File: src/rtl/ssdl_pkg.sv
// ----------------------------------------------------------------------------
// Sparse symmetric distance lookup: shared package
// Sizes, command and status codes, sequencer states and the structs that
// travel between the search sequencer, the tables and the top level.
// ----------------------------------------------------------------------------
package ssdl_pkg;

   // Table sizes.
   localparam int MAX_ITEMS    = 4096;
   localparam int MAX_ENTRIES  = 65536;

   // Field widths of the word formats.
   localparam int CMD_W        = 2;
   localparam int FIRST_W      = 13;
   localparam int SECOND_W     = 12;
   localparam int POS_W        = 17;
   localparam int DIST_W       = 8;
   localparam int STATUS_W     = 2;

   // Derived memory address widths.
   localparam int ROW_ADDR_W   = $clog2(MAX_ITEMS + 1);
   localparam int ENTRY_ADDR_W = $clog2(MAX_ENTRIES);

   // Request payload layout in req_tdata.
   localparam int REQ_DATA_W   = ((FIRST_W + SECOND_W + POS_W + DIST_W + 7) / 8) * 8;
   localparam int FIRST_LSB    = 0;
   localparam int SECOND_LSB   = FIRST_LSB + FIRST_W;
   localparam int POS_LSB      = SECOND_LSB + SECOND_W;
   localparam int DIST_LSB     = POS_LSB + POS_W;

   // Configuration port.
   localparam int CSR_ADDR_W   = 3;
   localparam int CSR_DATA_W   = 32;
   localparam logic REG_ITEM_COUNT = 1'b0;
   localparam logic REG_DEFAULT    = 1'b1;

   // Commands carried in req_tuser.
   localparam logic [CMD_W-1:0] CMD_LOAD_ROW   = 2'd0;
   localparam logic [CMD_W-1:0] CMD_LOAD_ENTRY = 2'd1;
   localparam logic [CMD_W-1:0] CMD_QUERY      = 2'd2;

   // Clamp value for row bounds.
   localparam logic [POS_W-1:0] ENTRY_LIMIT = POS_W'(MAX_ENTRIES);

   // Result status codes.
   typedef enum logic [STATUS_W-1:0] {
      STATUS_HIT  = 2'd0,
      STATUS_SELF = 2'd1,
      STATUS_MISS = 2'd2
   } status_type;

   // Search sequencer states.
   typedef enum logic [2:0] {
      ST_IDLE,
      ST_ROW_LO,
      ST_ROW_HI,
      ST_BOUNDS,
      ST_PROBE,
      ST_COMPARE,
      ST_CHECK,
      ST_DONE
   } state_type;

   // One stored entry of a row.
   typedef struct packed {
      logic [SECOND_W-1:0] column;
      logic [DIST_W-1:0]   distance;
   } entry_type;

   // Finished query as handed from the sequencer to the output stage.
   typedef struct packed {
      logic               valid;
      status_type         status;
      logic [DIST_W-1:0]  distance;
   } search_result_type;

endpackage

File: src/rtl/ssdl_search.sv
// ----------------------------------------------------------------------------
// Query sequencer
// Checks the range and the self pair, reads the row bounds and runs a
// lower-bound binary search over the row with one shared midpoint adder
// and one column comparator, one table read per step.
// ----------------------------------------------------------------------------
module ssdl_search
   import ssdl_pkg::*;
(
   input  logic                    clock,
   input  logic                    reset,
   input  logic                    start,
   input  logic [FIRST_W-1:0]      first_index,
   input  logic [SECOND_W-1:0]     second_index,
   input  logic [FIRST_W-1:0]      item_count,
   input  logic                    res_take,
   output logic                    idle,
   output search_result_type       result,
   output logic                    row_rd_en,
   output logic [ROW_ADDR_W-1:0]   row_rd_addr,
   input  logic [POS_W-1:0]        row_rd_data,
   output logic                    ent_rd_en,
   output logic [ENTRY_ADDR_W-1:0] ent_rd_addr,
   input  entry_type               ent_rd_data
);

   state_type state_ff, state_in;

   logic [ROW_ADDR_W-1:0] row_ff, row_in;
   logic [SECOND_W-1:0]   col_ff, col_in;
   logic [POS_W-1:0]      lo_ff, lo_in;
   logic [POS_W-1:0]      hi_ff, hi_in;
   logic [POS_W-1:0]      end_ff, end_in;
   logic [POS_W-1:0]      mid_ff, mid_in;
   status_type            status_ff, status_in;
   logic [DIST_W-1:0]     dist_ff, dist_in;

   logic [FIRST_W-1:0]    limit;
   logic [FIRST_W-1:0]    second_ext;
   logic                  out_of_range;
   logic                  self_pair;
   logic                  a_lower;
   logic                  range_open;
   logic [POS_W-1:0]      mid;
   logic [POS_W-1:0]      bound_clamped;

   // Range and self checks on the incoming pair.
   assign second_ext   = FIRST_W'(second_index);
   assign limit        = (item_count > FIRST_W'(MAX_ITEMS)) ? FIRST_W'(MAX_ITEMS)
                                                             : item_count;
   assign out_of_range = (first_index >= limit) || (second_ext >= limit);
   assign self_pair    = (first_index == second_ext);
   assign a_lower      = (first_index < second_ext);

   // Shared search unit: midpoint of the open range and its test.
   assign range_open    = (lo_ff < hi_ff);
   assign mid           = lo_ff + ((hi_ff - lo_ff) >> 1);
   assign bound_clamped = (row_rd_data > ENTRY_LIMIT) ? ENTRY_LIMIT : row_rd_data;

   // Next state.
   always_comb begin
      state_in = state_ff;
      case (state_ff)
         ST_IDLE: begin
            if (start) begin
               state_in = (out_of_range || self_pair) ? ST_DONE : ST_ROW_LO;
            end
         end
         ST_ROW_LO:  state_in = ST_ROW_HI;
         ST_ROW_HI:  state_in = ST_BOUNDS;
         ST_BOUNDS:  state_in = ST_PROBE;
         ST_PROBE:   state_in = range_open ? ST_COMPARE : ST_CHECK;
         ST_COMPARE: state_in = ST_PROBE;
         ST_CHECK:   state_in = ST_DONE;
         ST_DONE: begin
            if (res_take) begin
               state_in = ST_IDLE;
            end
         end
         default:    state_in = ST_IDLE;
      endcase
   end

   // Outputs: table reads and handshake toward the output stage.
   always_comb begin
      idle        = 1'b0;
      row_rd_en   = 1'b0;
      row_rd_addr = row_ff;
      ent_rd_en   = 1'b0;
      ent_rd_addr = lo_ff[ENTRY_ADDR_W-1:0];
      result      = '{valid: 1'b0, status: status_ff, distance: dist_ff};
      case (state_ff)
         ST_IDLE:   idle = 1'b1;
         ST_ROW_LO: row_rd_en = 1'b1;
         ST_ROW_HI: begin
            row_rd_en   = 1'b1;
            row_rd_addr = row_ff + ROW_ADDR_W'(1);
         end
         ST_PROBE: begin
            // Probe the midpoint while the range is open, else the final slot.
            ent_rd_en   = 1'b1;
            ent_rd_addr = range_open ? mid[ENTRY_ADDR_W-1:0] : lo_ff[ENTRY_ADDR_W-1:0];
         end
         ST_DONE:   result.valid = 1'b1;
         default: begin
         end
      endcase
   end

   // Datapath next values.
   always_comb begin
      row_in    = row_ff;
      col_in    = col_ff;
      lo_in     = lo_ff;
      hi_in     = hi_ff;
      end_in    = end_ff;
      mid_in    = mid_ff;
      status_in = status_ff;
      dist_in   = dist_ff;
      case (state_ff)
         ST_IDLE: begin
            if (start) begin
               // The lower index picks the row, the higher one is searched.
               row_in    = a_lower ? first_index : second_ext;
               col_in    = a_lower ? second_index : first_index[SECOND_W-1:0];
               status_in = out_of_range ? STATUS_MISS : STATUS_SELF;
               dist_in   = '0;
            end
         end
         ST_ROW_HI: lo_in = bound_clamped;
         ST_BOUNDS: begin
            // An end below the start leaves an empty row.
            hi_in  = (bound_clamped < lo_ff) ? lo_ff : bound_clamped;
            end_in = (bound_clamped < lo_ff) ? lo_ff : bound_clamped;
         end
         ST_PROBE: mid_in = mid;
         ST_COMPARE: begin
            if (ent_rd_data.column < col_ff) begin
               lo_in = mid_ff + POS_W'(1);
            end else begin
               hi_in = mid_ff;
            end
         end
         ST_CHECK: begin
            if ((lo_ff < end_ff) && (ent_rd_data.column == col_ff)) begin
               status_in = STATUS_HIT;
               dist_in   = ent_rd_data.distance;
            end else begin
               status_in = STATUS_MISS;
            end
         end
         default: begin
         end
      endcase
   end

   // Control state.
   always_ff @(posedge clock) begin
      if (reset) begin
         state_ff <= ST_IDLE;
      end else begin
         state_ff <= state_in;
      end
   end

   // Search registers.
   always_ff @(posedge clock) begin
      row_ff    <= row_in;
      col_ff    <= col_in;
      lo_ff     <= lo_in;
      hi_ff     <= hi_in;
      end_ff    <= end_in;
      mid_ff    <= mid_in;
      status_ff <= status_in;
      dist_ff   <= dist_in;
   end

endmodule

File: config.mk
export PLATFORM = sky130hd
export DESIGN_NAME = ssdl_search
export DESIGN_NICKNAME = d
export VERILOG_FILES = /design/src/rtl/ssdl_pkg.sv /design/src/rtl/ssdl_search.sv
export SDC_FILE = /design/constraint.sdc
export NUM_CORES = 1
export LEC_CHECK = 0
export BUFFER_PORTS_ARGS = -buffer_cell sky130_fd_sc_hd__buf_2
export CORE_ASPECT_RATIO = 0.75
export CORE_MARGIN = 2
export CORE_UTILIZATION = 30
export CTS_CLUSTER_DIAMETER = 120
export CTS_CLUSTER_SIZE = 24
export DETAILED_ROUTE_END_ITERATION = 8
export MAX_ROUTING_LAYER = met4
export PLACE_DENSITY_LB_ADDON = 0.12
export SLEW_MARGIN = 30
export SYNTH_ARGS = -nofsm -noshare
export SYNTH_HDL_FRONTEND = slang
export SYNTH_SLANG_ARGS = --single-unit
export TNS_END_PERCENT = 10
File: constraint.sdc
create_clock -name clock -period 7.48 [get_ports clock]
set_clock_uncertainty 0.05 [all_clocks]
set_input_delay 0.748 -clock clock [delete_from_list [all_inputs] [get_ports clock]]
set_output_delay 0.748 -clock clock [all_outputs]
set_load 0.05 [all_outputs]
* Word level (Yosys, flattened, before mapping)
Cells that the tools add are included.
** Storage, ports and cells
- Bits in registers :: 106
- Output and inout port bits :: 43
- Logic and storage cells :: 80
** Cells by class
- Add/sub/neg operators :: 4
- Order comparisons :: 9
- Eq/ne operators :: 14
- Multiplexer cells :: 28
- Reduce and logical (&&, ||, !) cells :: 15
** Operators with widths (count)
- $mux 17 :: 4
- $pmux 17 s2 :: 2
- $lt 17x17->1 :: 3
- $mux 16 :: 2
- $mux 13 :: 2
- $mux 12 :: 2
- $pmux 3 s7 :: 1
- $add 17x1->17 const B :: 1
- $add 17x16->17 :: 1
- $gt 17x17->1 const B :: 1
- $sub 17x17->17 :: 1
- $mux 8 :: 2
- $pmux 8 s2 :: 1
- $add 13x1->13 const B :: 1
- $eq 13x12->1 :: 1
- $ge 12x13->1 :: 1
- $ge 13x13->1 :: 1
- $gt 13x13->1 const B :: 1
- $lt 13x12->1 :: 1
- $eq 12x12->1 :: 1
- $eq 3x3->1 const B :: 4
- $lt 12x12->1 :: 1
- $ne 2x2->1 const B :: 5
- $reduce_and 2->1 :: 5
- 12 further kinds :: 25

* Longest topological paths before layout
Gate-level depths: netlist of the first run.
- Depth in word-level cells :: 8
- Mapped depth :: 19

* Worst setup path after synthesis of the first run
No wires, ideal clock.
- Path type :: register to output
- From :: register lo_ff[2]
- To :: output ent_rd_addr[15]
- Data arrival time :: 3855 ps
- Required time :: 6682 ps
- Setup slack :: 2827 ps
- Stages on the path, launching flop included :: 18
- Path buffers :: 0
- Cell sequence :: edfxtp_1 -> inv_1 -> ha_1 -> nor2b_1 -> o21ai_1 -> a21boi_1 -> or4_1 -> a31o_2 -> xor2_1 -> ha_1 -> o21a_1 -> o21ai_0 -> o31ai_1 -> a211oi_1 -> o21ai_0 -> a21oi_1 -> xnor2_1 -> mux2_2
** On the way
- Word-level cells in the longest chain between the ends :: 4
** RTL lines
- start: declaration :: line ssdl_search.sv:31 : logic [POS_W-1:0] lo_ff, lo_in;
- start signal: assignment :: line ssdl_search.sv:170 : lo_ff <= lo_in;
- $sub 17x17->17 :: line ssdl_search.sv:57 : assign mid = lo_ff + ((hi_ff - lo_ff) >> 1);
- $add 17x16->17 (*) :: line ssdl_search.sv:57
- net mid[15] :: line ssdl_search.sv:44 : logic [POS_W-1:0] mid;
- $mux 16 (*) :: line ssdl_search.sv:102 : ent_rd_addr = range_open ? mid[ENTRY_ADDR_W-1:0] : lo_ff[ENTRY_ADDR_W-1:0];
- $mux 16 (*) :: line ssdl_search.sv:92 : case (state_ff)
- end: declaration :: line ssdl_search.sv:23 : output logic [ENTRY_ADDR_W-1:0] ent_rd_addr,
The timed path passes the listed nets; every way through them passes the cells marked *.

* Worst setup path after layout of the first run
Ends and elaborated chain as after synthesis.

==> flow_metrics.tcl, run 1 <==
set metrics [dict create \
    hold_buffers 0 \
    grt_pass1_vias 6567 \
    synth_nets 1080 \
    clk_pin_slew_ps 70 \
    ys_seq_area_share_pct 36.7 \
    synth_top_flop_cell "edfxtp_1" \
    die_h_um 150 \
    grt_util_met2_pct 25.0 \
    final_nets 1199 \
    gr-total-overflow 0 \
    grt.total_usage_pct 18.8 \
    synth-xor-area-share_pct 5.72 \
    grt_max_degree 34 \
    drt-initial-drc-count 435 \
    layout_min_cycle_time_ps 5790 \
    fin_util_pct 35.6 \
    syn_avg_cell_area_sq_um 9.72 \
    vias_per_cell 4.94 \
    synth_edf_count 103 \
    ctsResizeCount 0 \
    final_cell_area_sq_um 9980 \
    ys_seq_elements 106 \
    setup_viol 0 \
    hold_violations 0 \
    area_growth_pct 16.2 \
    maxCapViolCount 0 \
    cp_slowest_cell "a211oi_1" \
    synth_top_family_by_area "compound AO/OA/AOI/OAI gates" \
    die_x_um 199 \
    grt-busiest-layer "met1" \
    clock.fmax_mhz 173 \
    path_class "flip-flop to output pin" \
    antenna_cells 0 \
    ys_warn_count 0 \
    outcome "finished clean" \
    cp.required_ps 6680 \
    path_buf_inv 2 \
    numCtsBuffers 9 \
    initial_core_util_pct 30.6 \
    drc_errors 0 \
    placed_area_sq_um 9660 \
    cts_tree "built" \
    rsz0062_at_grt "no" \
    synthArstFlopShare_pct 0 \
    drive_gt1_share_pct 21.0 \
    dr.pass1.iters 5 \
    cellLeakagePower_nw 4.24 \
    instances_no_fill 1391 \
    insertion_delay_ps 370 \
    dieArea_sq_um 30000 \
    synth.distinct_cells 60 \
    fill_cells 2881 \
    muxShareOfSynthArea_pct 3.67 \
    hold_slack_ps 571 \
    final_cell_mix "121 x buf_2, 116 x ha_1, 103 x edfxtp_1, 75 x nand2_1, 71 x inv_1" \
    synth_compound_area_share_pct 17.4 \
    synthAdderAreaFrac_pct 17.4 \
    cts_num_sinks 106 \
    timing.final.crit_share_pct 77.4 \
    end_kind "output pin" \
    cts_max_level 3 \
    io_pins 122 \
    grt_first_pass_wirelength_um 39900 \
    tightest_slew_ps 863 \
    ant_nets 0 \
    synth_area_sq_um 8580 \
    hp-class "input port to flip-flop" \
    crit_family "compound AO/OA/AOI/OAI gates" \
    place.gp.congestion 0.817 \
    powerDensity_nw_per_um2 322 \
    wl_per_cell_um 19.1 \
    io_buffers 121 \
    hpwl_um 21000 \
    coreArea_sq_um 28100 \
    grt_use_met3_pct 3.05 \
    maxSlewHeadroom_pct 42.3 \
    place_inst 1375 \
    tns_ps 0 \
    critical_path_arrival_ps 4990 \
    rows 53 \
    netlist_instances 883 \
    crit_path_start_kind "flip-flop" \
    antenna_found_initial 0 \
    vias 6870 \
    use_met1_pct 29.2 \
    postCtsSetupRepairBufs 0 \
    path_cells "inv_1, ha_1, nor2b_1, o21ai_1, a21boi_1, or4_1, a31o_2, a21o_1, a21oi_1, xnor2_1, ha_1, nand2_1, nor3_1, a211oi_1, o21ai_0, a21oi_1, xnor2_1, mux2_2, buf_2" \
    ir_worst_vdd_v 0.000145 \
    cts_buffer_depth 2 \
    max_stage_delay_ps 550 \
    route.final.wire_length_um 26500 \
    path_max_fanout 5 \
    maxSlewViolCount 0 \
    final_common_cell "buf_2" \
    yosys.area_share.simple_pct 14.7 \
    ctsRootBufferMaster "clkbuf_16" \
]
-- registers in the layout, summed over array words and instances (netlist names) --
register / count
row_ff: 13
lo_ff: 17
hi_ff: 17
status_ff: 2
state_ff: 3
end_ff: 17
mid_ff: 17
dist_ff: 8
col_ff: 12
-- cells in the mapped netlist, drive strengths merged, types with 5 or more instances --
| master | n | area share (%) |
|---|---|---|
| ha | 116 | 17 |
| edfxtp | 103 | 36 |
| a21oi | 75 | 4.9 |
| nand2 | 75 | 3.3 |
| inv | 71 | 3.1 |
| o21ai | 60 | 3.7 |
| nor2 | 54 | 2.4 |
| xnor2 | 35 | 3.6 |
| mux2 | 28 | 3.7 |
| a21o | 26 | 2.3 |
| and2 | 26 | 2.0 |
| xor2 | 21 | 2.1 |
| nand3 | 19 | 1.1 |
| o22ai | 17 | 1.2 |
| nand2b | 15 | 1.1 |
| nor2b | 14 | 1.0 |
| clkbuf | 13 | 0.57 |
| nand4 | 13 | 0.95 |
| nor3 | 12 | 0.76 |
| and3 | 10 | 0.73 |
| o21a | 10 | 0.87 |
| buf | 9 | 0.67 |
| a211oi | 6 | 0.52 |
| a2111oi | 5 | 0.51 |
| a31oi | 5 | 0.36 |
| o21bai | 5 | 0.44 |
| or4 | 5 | 0.57 |
-- logic make-up after synthesis --
kind of cell,count (synthesis)
xor+xnor,56
mux,28
fa+ha+maj,118
other cells,1
buf+inv,93
simple gates,252
flops,106
compound gates,229
-- per-stage QoR --
stage,power [W],setup WS [ps]
3_5_place_dp,0.00269,2090
2_1_floorplan,0.00220,2830
6_report,0.00321,1690
4_1_cts,0.00322,1680
5_1_grt,0.00343,1440
3_3_place_gp,0.00270,2010
-- power by group --
part / leakage, nW / total (W) / switching, W / internal (W)
Sequential: 0.982 / 0.000967 / 0.000106 / 0.000861
Combinational: 3.12 / 0.00172 / 0.00110 / 0.000614
Clock: 0.143 / 0.000527 / 0.000237 / 0.000290
-- area by class of cell --
cell class	instances	area, sq um	share of cell area [%]
repair buffers	130	684	6.86
well taps	385	482	4.83
multi-input cells	684	5080	50.9
clock buffers	9	225	2.26
clock inverters	6	82.6	0.828
flip-flops and latches	106	3150	31.6
inverters	71	267	2.67
-- routing by layer --
metal | wire length [um] | share of wire, % | vias to the layer above
met3 | 1380 | 5.2 | 20
li1 | - | - | 3468
met1 | 14400 | 54 | 3220
met5 | 0 | 0 | -
met4 | 359 | 1.4 | 0
met2 | 10300 | 39 | 162
-- final timing paths --
| path | cells after the start | from | endpoint | slack, ps |
|---|---|---|---|---|
| setup / recovery | 19 | lo_ff[2] | ent_rd_addr[15] | 1690 |
| hold / removal | 2 | reset | state_ff[2] | 570 |
| hold reg to reg | 1 | lo_ff[16] | mid_ff[16] | 650 |
| setup reg to reg | 16 | lo_ff[0] | mid_ff[16] | 3010 |
Power figures use the tool's default switching activity.
==> run 2, diff against run 1 <==
==> constraint.sdc (replaced) <==
create_clock -name clock -period 5.69 [get_ports clock]
set_clock_uncertainty 0.05 [all_clocks]
set_input_delay 0.569 -clock clock [delete_from_list [all_inputs] [get_ports clock]]
set_output_delay 0.569 -clock clock [all_outputs]
set_load 0.05 [all_outputs]
==> flow_metrics.tcl, run 2 (same netlist as run 1, synthesis figures left out) <==
set metrics [dict create \
    outcome "finished clean" \
    numCtsBuffers 9 \
    wl_met1_um 14900 \
    grt.total_usage_pct 18.8 \
    cellLeakagePower_nw 4.27 \
    clock.fmax_mhz 186 \
    path_max_fanout 5 \
    io_pins 122 \
    dr_wl_met3_um 1070 \
    hp-class "input port to flip-flop" \
    final_cell_mix "121 x buf_2, 116 x ha_1, 103 x edfxtp_1, 75 x nand2_1, 71 x inv_1" \
    ctsRootBufferMaster "clkbuf_16" \
    area_growth_pct 16.7 \
    power_frac_comb_pct 53.1 \
    power_frac_seq_pct 29.5 \
    maxCapViolCount 0 \
    critical_path_arrival_ps 4760 \
    end_kind "output pin" \
    ant_nets 0 \
    tns_ps 0 \
    final_nets 1202 \
    cts_tree "built" \
    final_common_cell "buf_2" \
    antenna_cells 0 \
    swShare_pct 44.5 \
    grt_first_pass_wirelength_um 40000 \
    timing.final.crit_share_pct 94.6 \
    io_buffers 121 \
    gr-total-overflow 0 \
    setup_viol 0 \
    initial_core_util_pct 30.6 \
    cts_num_sinks 106 \
    wl_per_cell_um 18.9 \
    drt-initial-drc-count 452 \
    dieArea_sq_um 30000 \
    vias_per_cell 4.88 \
    place.gp.congestion 0.831 \
    drc_errors 0 \
    power_w 0.00429 \
    p_int_w 0.00238 \
    vias 6807 \
    die_h_um 150 \
    ir_worst_vdd_v 0.000161 \
    ff2ff_path_depth 16 \
    hpwl_um 20800 \
    clk_pin_slew_ps 80 \
    holdPathStages 2 \
    maxSlewHeadroom_pct 43.9 \
    die_x_um 199 \
    grt_pass1_vias 6518 \
    powerDensity_nw_per_um2 428 \
    rows 53 \
    coreArea_sq_um 28100 \
    maxSlewViolCount 0 \
    cts_buffer_depth 2 \
    dr.max_layer_used "met4" \
    fill_cells 2877 \
    crit_path_start_kind "flip-flop" \
    insertion_delay_ps 370 \
    route.final.wire_length_um 26400 \
    cts_max_level 3 \
    drive_gt1_share_pct 21.3 \
    antenna_found_initial 0 \
    grt_max_degree 34 \
    dr.pass1.iters 7 \
    tightest_slew_ps 838 \
    clock_power_share_pct 17.4 \
    cp.required_ps 5070 \
    fin_util_pct 35.7 \
    met2WireLength_um 10000 \
    p_sw_w 0.00191 \
    layout_min_cycle_time_ps 5380 \
    hold_violations 0 \
    path_class "flip-flop to output pin" \
    hold_slack_ps 367 \
]
## run 2: changes by cell type in the layout (fill, tap and decap cells not counted)
cell and delta:
buf_4 +5, clkbuf_1 +2, clkinv_1 -2, a211oi_1 -1, a211oi_2 +1, a21o_1 +1
a21o_2 -1, buf_6 -1, buf_8 -1, bufinv_16 +1, clkinv_2 +1, clkinvlp_4 -1
## run 2: per-layer routing
metal  vias up  track usage (%)
met5         -                -
met4         0             4.66
met3        17             2.62
met2       151             24.0
met1      3169             30.2
li1       3470                -
## run 2: power by group through the flow
stage	clock (W)	combinational, W	sequential (W)
3_3_place_gp	0	0.00227	0.00128
5_1_grt	0.000798	0.00251	0.00129
3_5_place_dp	0	0.00225	0.00128
6_report	0.000747	0.00228	0.00127
4_1_cts	0.000773	0.00226	0.00127
2_1_floorplan	0	0.00162	0.00127
## run 2: critical path: stages, from the launching register on
cell,delay [ps]
edfxtp_1,460
inv_1,160
ha_1,290
nor2b_1,150
o21ai_1,180
a21boi_1,130
or4_1,420
a31o_2,280
a21o_1,190
a21oi_1,190
xnor2_1,100
ha_1,370
nand2_1,90
o31ai_1,340
a211oi_2,110
o21ai_0,200
a21oi_1,100
xnor2_1,190
mux2_2,180
buf_2,270
## run 2: cell type report
| cell class | instances | area, sq um | area share (%) |
|---|---|---|---|
| clock buffer | 11 | 233 | 2.32 |
| clock inverter | 5 | 103 | 1.02 |
| inverter | 71 | 267 | 2.66 |
| multi-input combinational | 684 | 5090 | 50.8 |
| sequential | 106 | 3150 | 31.5 |
| tap | 385 | 482 | 4.81 |
| timing repair buffer | 133 | 696 | 6.94 |
## run 2: final timing paths
path | start | end | slack (ps)
worst max-delay path | lo_ff[2] | ent_rd_addr[15] | 310
worst min-delay path | reset | state_ff[0] | 370
worst max register to register | lo_ff[0] | mid_ff[16] | 1180
worst min register to register | mid_ff[8] | hi_ff[8] | 650
## run 2: per-stage QoR
| step | setup WS (ps) | cell area [sq um] | instances |
|---|---|---|---|
| after floorplan | 1220 | 8580 | 883 |
| after global placement | 529 | 9670 | 1378 |
| after detailed placement | 502 | 9670 | 1378 |
| after CTS | 48.8 | 10000 | 1394 |
| after global routing | -9.56 | 10000 | 1395 |
| final | 307 | 10000 | 1395 |
## run 2: what timing repair did
| item | CTS | global route |
|---|---|---|
| resized for setup | 0 | 1 |
| hold buffers | 0 | 0 |
| setup buffers | 0 | 1 |
| setup endpoints to repair | 0 | 2 |
